===== src/hw/rtl/fmrc_pkg.sv =====
// Shared types, constants and codes for the first-match rule classifier.
package fmrc_pkg;

  localparam int unsigned MAX_ENTRIES    = 64;
  localparam logic [7:0]  PROTO_WILDCARD = 8'd143;

  localparam int unsigned IDX_W  = (MAX_ENTRIES > 1) ? $clog2(MAX_ENTRIES) : 1;
  localparam int unsigned CNT_W  = $clog2(MAX_ENTRIES + 1);
  localparam int unsigned HIT_W  = 6;
  localparam int unsigned HELD_W = 7;

  localparam int unsigned IN_FIELDS_W = 178;
  localparam int unsigned IN_DATA_W   = 184;
  localparam int unsigned IN_USER_W   = 2;
  localparam int unsigned OUT_DATA_W  = 16;
  localparam int unsigned OUT_USER_W  = 3;

  localparam logic [7:0] PROTO_TCP    = 8'd6;
  localparam logic [7:0] PROTO_UDP    = 8'd17;
  localparam logic [7:0] PROTO_ICMP   = 8'd1;
  localparam logic [3:0] IPV6_VERSION = 4'd6;
  localparam logic [2:0] XMAS_FLAGS   = 3'b111;
  localparam logic [1:0] ACK_ANY      = 2'd2;

  typedef enum logic [1:0] {
    MODE_ADD      = 2'd0,
    MODE_CLEAR    = 2'd1,
    MODE_CLASSIFY = 2'd2,
    MODE_RSVD     = 2'd3
  } mode_e;

  typedef enum logic [2:0] {
    OUT_HIT          = 3'd0,
    OUT_DEFAULT_DROP = 3'd1,
    OUT_XMAS         = 3'd2,
    OUT_IRRELEVANT   = 3'd3,
    OUT_REJECTED     = 3'd4,
    OUT_DONE         = 3'd5
  } outcome_e;

  typedef enum logic [1:0] {
    ST_IDLE,
    ST_DECODE,
    ST_SCAN,
    ST_FINISH
  } state_e;

  // Input fields as packed in tdata, lowest field last in this list.
  typedef struct packed {
    logic [2:0]  tcp_flags;
    logic [3:0]  ip_version;
    logic        rule_action;
    logic [1:0]  ack_value;
    logic [15:0] dport;
    logic [15:0] sport;
    logic [7:0]  proto;
    logic [31:0] dst_mask;
    logic [31:0] dst_addr;
    logic [31:0] src_mask;
    logic [31:0] src_addr;
  } item_t;

  // One stored rule.
  typedef struct packed {
    logic        action;
    logic [1:0]  ack;
    logic [15:0] dport;
    logic [15:0] sport;
    logic [7:0]  proto;
    logic [31:0] dst_mask;
    logic [31:0] dst_net;
    logic [31:0] src_mask;
    logic [31:0] src_net;
  } rule_t;

  typedef struct packed {
    logic     capture;
    logic     write_rule;
    logic     clear;
    logic     scan_start;
    logic     scan_step;
    logic     set_res;
    outcome_e res_code;
    logic     load_out;
  } ctrl_cmd_t;

  typedef struct packed {
    mode_e mode;
    logic  full;
    logic  xmas;
    logic  irrelevant;
    logic  hit;
    logic  scan_end;
    logic  out_free;
  } dp_sts_t;

endpackage


===== src/hw/rtl/fmrc_ctrl.sv =====
// Controller state machine: sequences capture, table update, scan and result hand-off.
module fmrc_ctrl import fmrc_pkg::*; (
  input  logic      clk_i,
  input  logic      rst_ni,
  input  logic      s_tvalid_i,
  output logic      s_tready_o,
  input  dp_sts_t   sts_i,
  output ctrl_cmd_t cmd_o
);

  state_e state_q, state_d;

  always_ff @(posedge clk_i or negedge rst_ni) begin
    if (!rst_ni) begin
      state_q <= ST_IDLE;
    end else begin
      state_q <= state_d;
    end
  end

  always_comb begin
    state_d    = state_q;
    cmd_o      = '0;
    cmd_o.res_code = OUT_DONE;
    s_tready_o = 1'b0;
    unique case (state_q)
      ST_IDLE: begin
        s_tready_o = 1'b1;
        if (s_tvalid_i) begin
          cmd_o.capture = 1'b1;
          state_d       = ST_DECODE;
        end
      end
      ST_DECODE: begin
        cmd_o.set_res = 1'b1;
        state_d       = ST_FINISH;
        unique case (sts_i.mode)
          MODE_ADD: begin
            if (sts_i.full) begin
              cmd_o.res_code = OUT_REJECTED;
            end else begin
              cmd_o.write_rule = 1'b1;
            end
          end
          MODE_CLEAR: begin
            cmd_o.clear = 1'b1;
          end
          MODE_CLASSIFY: begin
            priority if (sts_i.xmas) begin
              cmd_o.res_code = OUT_XMAS;
            end else if (sts_i.irrelevant) begin
              cmd_o.res_code = OUT_IRRELEVANT;
            end else begin
              cmd_o.set_res    = 1'b0;
              cmd_o.scan_start = 1'b1;
              state_d          = ST_SCAN;
            end
          end
          default: begin
            cmd_o.res_code = OUT_DONE;
          end
        endcase
      end
      ST_SCAN: begin
        cmd_o.scan_step = 1'b1;
        priority if (sts_i.hit) begin
          cmd_o.set_res  = 1'b1;
          cmd_o.res_code = OUT_HIT;
          state_d        = ST_FINISH;
        end else if (sts_i.scan_end) begin
          cmd_o.set_res  = 1'b1;
          cmd_o.res_code = OUT_DEFAULT_DROP;
          state_d        = ST_FINISH;
        end
      end
      ST_FINISH: begin
        if (sts_i.out_free) begin
          cmd_o.load_out = 1'b1;
          state_d        = ST_IDLE;
        end
      end
      default: begin
        state_d = ST_IDLE;
      end
    endcase
  end

endmodule

===== config.mk =====
export PLATFORM = sky130hd
export DESIGN_NAME = fmrc_ctrl
export DESIGN_NICKNAME = d
export VERILOG_FILES = /design/src/hw/rtl/fmrc_pkg.sv /design/src/hw/rtl/fmrc_ctrl.sv
export SDC_FILE = /design/constraint.sdc
export NUM_CORES = 1
export LEC_CHECK = 0
export ABC_AREA = 1
export BUFFER_PORTS_ARGS = -buffer_cell sky130_fd_sc_hd__buf_2
export CORE_AREA = 4 4 41 43
export CTS_CLUSTER_DIAMETER = 200
export CTS_CLUSTER_SIZE = 20
export DETAILED_ROUTE_END_ITERATION = 7
export DIE_AREA = 0 0 45 47
export GPL_TIMING_DRIVEN = 0
export SKIP_LAST_GASP = 1
export SLEW_MARGIN = 10
export SYNTH_ARGS = -nofsm -noshare
export SYNTH_HDL_FRONTEND = slang
export SYNTH_SLANG_ARGS = --single-unit

===== constraint.sdc =====
create_clock -name clk_i -period 1.15 [get_ports clk_i]
set_input_delay 0.115 -clock clk_i [delete_from_list [all_inputs] [get_ports clk_i]]
set_output_delay 0.115 -clock clk_i [all_outputs]
set_load 0.02 [all_outputs]

==> reports/results.txt <==
Result of the run: finished, violations left
Violations in the final reports: negative setup slack
Total Die Area: 2120 µm²
Total nets after synthesis: 65
Post-route design area: 717 µm²
Placer's final routability congestion estimate: 0.673
Top Family by Delay on Critical Path: flip-flops
Internal Power: 1.11 mW
Flip-flop count of the largest register, all copies and words added: 2
First-pass GRT wire length: 1520 µm
Portion of the post-synthesis area used by sequential elements: 16.6%
Sort of element at the end of the critical path: output pin
Port Buffer Count: 21
Pwr Total: 2.06 mW
Ordered list of cells on the worst path: inv_2 > ha_4 > a21boi_2 > buf_6
Initial drt markers: 1
Biggest fanout along the worst timing path: 4
Hold WC Path Type: in2async
Fraction of synthesis flops using an asynchronous set or reset pin: 100%
TritonCTS clock tree: yes
Regs by FF count: state_q x2
Non-filler cells in the finished layout: 99
Cell leakage power: 0.356 nW
Global routing usage summed across all routing layers: 10.0%
Relative slew slack: 82.1%
WP buf/inv: 2
Combinational Power Share: 82.8%
Share of total power consumed by net switching: 45.9%
Total Wirelength: 1020 µm
CP startpoint kind: flop
Instance area after placement: 500 µm²
Max frequency: 694 MHz
Reg clk slew, reported paths: 40 ps
Post-route core utilization: 55.1%
Synth warnings: 0
Critical Path Source: state_q[1]
Path depth of the worst reg2reg path: 9
Largest register by flop count: state_q
Count of mapped cells out of synthesis: 49
Placed cells: 85
Startpoint of the most critical register-to-register path: state_q[0]
Net switching power: 0.944 mW
Library cell occupying the most area in the post-synthesis netlist: sky130_fd_sc_hd__ha_1
Detailed-route DRC error count: 0
Path length in cells of the critical path: 4
Seq cells post-synth: 2
Number of setup violations in the final report: 13
RSZ-0062 raised after global routing: true
Peak supply drop: 1.11 mV
Master cell of the clock root buffer: sky130_fd_sc_hd__clkbuf_4
Number of H-tree branching levels: 1
Post-Syn Area per Cell: 6.15 µm²
Count of standard-cell rows: 13
Starting density of the core: 23.2%
Slowest stage delay, CP: 410 ps
Initial antenna violation count: 0
I/O pin count: 22
Clock period minus final worst setup slack: 1440 ps
Area share of the largest cell type after synthesis: 20.7%
Crit path arrival time: 1330 ps
Clock Path Buffers: 2
Pin count of the biggest net entering global routing: 6
Setup ws final: -290 ps
Worst Max-Slew Pin Slew: 267 ps
Vias in the first global route: 384
CP Class: reg2out
Post-route clock skew: 7.34 ps
Synth-to-Final Area Change: 138%
Relative contribution of the clock network to total power: 8.8%
Mapped cell area: 302 µm²
Post-synth EDFFs: 0
Count of antenna-violating nets left after detailed routing: 0
Cts bufs inserted: 3
DPL Wire Length: 693 µm
Critical path required time: 1030 ps
Layout cell share with drive strength beyond 1: 71.4%
Number of detailed-route iterations in the first pass: 4
Max Transition Viols Final: 0
Clock latency at the later pin of the worst-skew pair: 230 ps
Final Hold Viols: 0
Primary FF master, synth: sky130_fd_sc_hd__dfrtp_1
Dominant cells by area after synthesis: sky130_fd_sc_hd__ha_1 21%, sky130_fd_sc_hd__dfrtp_1 17%, sky130_fd_sc_hd__nand2_1 15%
Residual overflow from global routing: 0
Count of different cell masters after synthesis: 15
Core region area: 1300 µm²
Cell Pwr Density: 2870 nW/µm²
Count of maximum capacitance violations: 0
Via-per-instance ratio: 4.33
Seq pwr share: 8.4%
ANT cells: 0
Number of vias in the routed layout: 429
DIE HEIGHT: 47 µm
Layout Nets: 101
Number of fill cells in the layout: 124
Library cell contributing the largest single delay on the critical path: sky130_fd_sc_hd__dfrtp_1
Chip Width: 45 µm
# clock sinks: 2
Ratio of final minimum period to clock period: 125%
Average wire per standard cell: 10.3 µm
==> area by class of cell <==
type | instances | area, µm² | share of cell area (%)
Sequential cell | 2 | 51.3 | 7.16
Clock buffer | 4 | 26.3 | 3.66
Multi-Input combinational cell | 38 | 330 | 46.1
Inverter | 9 | 38.8 | 5.41
Timing Repair Buffer | 31 | 251 | 35.1
Tap cell | 15 | 18.8 | 2.62
==> cell families after synthesis <==
| family | count (synthesis) | synth area share [%] |
|---|---|---|
| flip-flops | 2 | 16.6 |
| buffers and inverters | 9 | 11.2 |
| AO/OA/AOI/OAI | 7 | 12.4 |
| adder cells (fa/ha/maj) | 5 | 20.7 |
| AND/OR/NAND/NOR | 26 | 39.0 |
==> per-stage QoR <==
| stage | setup WS [ps] | hold slack [ps] | TNS (ps) |
|---|---|---|---|
| 4_1_cts | -283 | 187 | -2550 |
| 6_report | -290 | 196 | -2640 |
| 3_5_place_dp | -118 | -98.7 | -598 |
| 2_1_floorplan | -23.1 | -181 | -58.8 |
| 5_1_grt | -381 | 206 | -3650 |
| 3_3_place_gp | -122 | -101 | -581 |
==> worst register-to-register path: stages, from the launching register on <==
cell	delay (ps)
sky130_fd_sc_hd__dfrtp_2	430
sky130_fd_sc_hd__buf_4	150
sky130_fd_sc_hd__buf_6	110
sky130_fd_sc_hd__ha_4	150
sky130_fd_sc_hd__nand2_2	50
sky130_fd_sc_hd__nand2_2	60
sky130_fd_sc_hd__nor2_4	140
sky130_fd_sc_hd__nand2_1	70
sky130_fd_sc_hd__nand2_1	50
sky130_fd_sc_hd__nand2_1	40
==> final timing paths <==
check	to	slack, ps
min reg2reg	state_q[0]	550
max reg2reg	state_q[0]	-230
max in group asynchronous	state_q[0]	850
min	state_q[0]	200
min in group clk_i	state_q[0]	330
max	cmd_o[4]	-290
==> repair_timing <==
item                                    in CTS  in global routing
hold buffers                                 1                  0
endpoints found under the setup margin      13                 13
setup buffers                                6                  3
gates cloned                                 0                  0
pin swaps                                    5                  6
gates resized for setup                     19                 16
hold endpoints to repair                     2                  0
==> power by group through the flow <==
| stage | clock [mW] | sequential, mW | combinational [mW] |
|---|---|---|---|
| floorplan | 0 | 0.176 | 0.859 |
| global placement | 0 | 0.186 | 1.10 |
| detailed placement | 0 | 0.186 | 1.11 |
| CTS | 0.193 | 0.169 | 1.48 |
| global route | 0.209 | 0.182 | 1.84 |
| finish | 0.181 | 0.172 | 1.70 |
==> routing by layer <==
metal | part of all wire (%) | wire length (µm) | global-route usage, %
met3 | 3.1 | 31 | 3.45
met2 | 55 | 556 | 16.1
met5 | 0 | 0 | 0
met1 | 42 | 426 | 11.1
met4 | 0 | 0 | 7.02
==> Yosys cell counts, types with 2 or more instances <==
cell type and n:
sky130_fd_sc_hd__nor2_1 8, sky130_fd_sc_hd__o21ai_1 4, sky130_fd_sc_hd__inv_1 8, sky130_fd_sc_hd__ha_1 5, sky130_fd_sc_hd__nand2_2 2, sky130_fd_sc_hd__dfrtp_1 2, sky130_fd_sc_hd__nand2_1 12
==> layout by cell type, fill, tap and decap left out <==
cell,Yosys,routed
sky130_fd_sc_hd__nand2_2,2,7
sky130_fd_sc_hd__inv_2,1,3
sky130_fd_sc_hd__nand2_1,12,6
sky130_fd_sc_hd__nor4_4,0,1
sky130_fd_sc_hd__buf_2,0,10
sky130_fd_sc_hd__dlygate4sd3_1,0,1
sky130_fd_sc_hd__dfrtp_2,0,1
sky130_fd_sc_hd__inv_4,0,2
sky130_fd_sc_hd__buf_6,0,11
sky130_fd_sc_hd__a21boi_2,0,1
sky130_fd_sc_hd__inv_1,8,4
sky130_fd_sc_hd__ha_1,5,1
sky130_fd_sc_hd__nor2_1,8,4
sky130_fd_sc_hd__clkbuf_4,0,3
sky130_fd_sc_hd__nor2_4,1,3
sky130_fd_sc_hd__a21oi_2,0,1
sky130_fd_sc_hd__ha_4,0,4
sky130_fd_sc_hd__dfrtp_1,2,1
sky130_fd_sc_hd__nand2_4,0,1
sky130_fd_sc_hd__buf_4,0,9
sky130_fd_sc_hd__o21ai_1,4,5
sky130_fd_sc_hd__clkbuf_1,0,1
sky130_fd_sc_hd__nor2_2,1,3
sky130_fd_sc_hd__nand4_1,1,1
No activity file was read; power rests on OpenSTA's default activity.
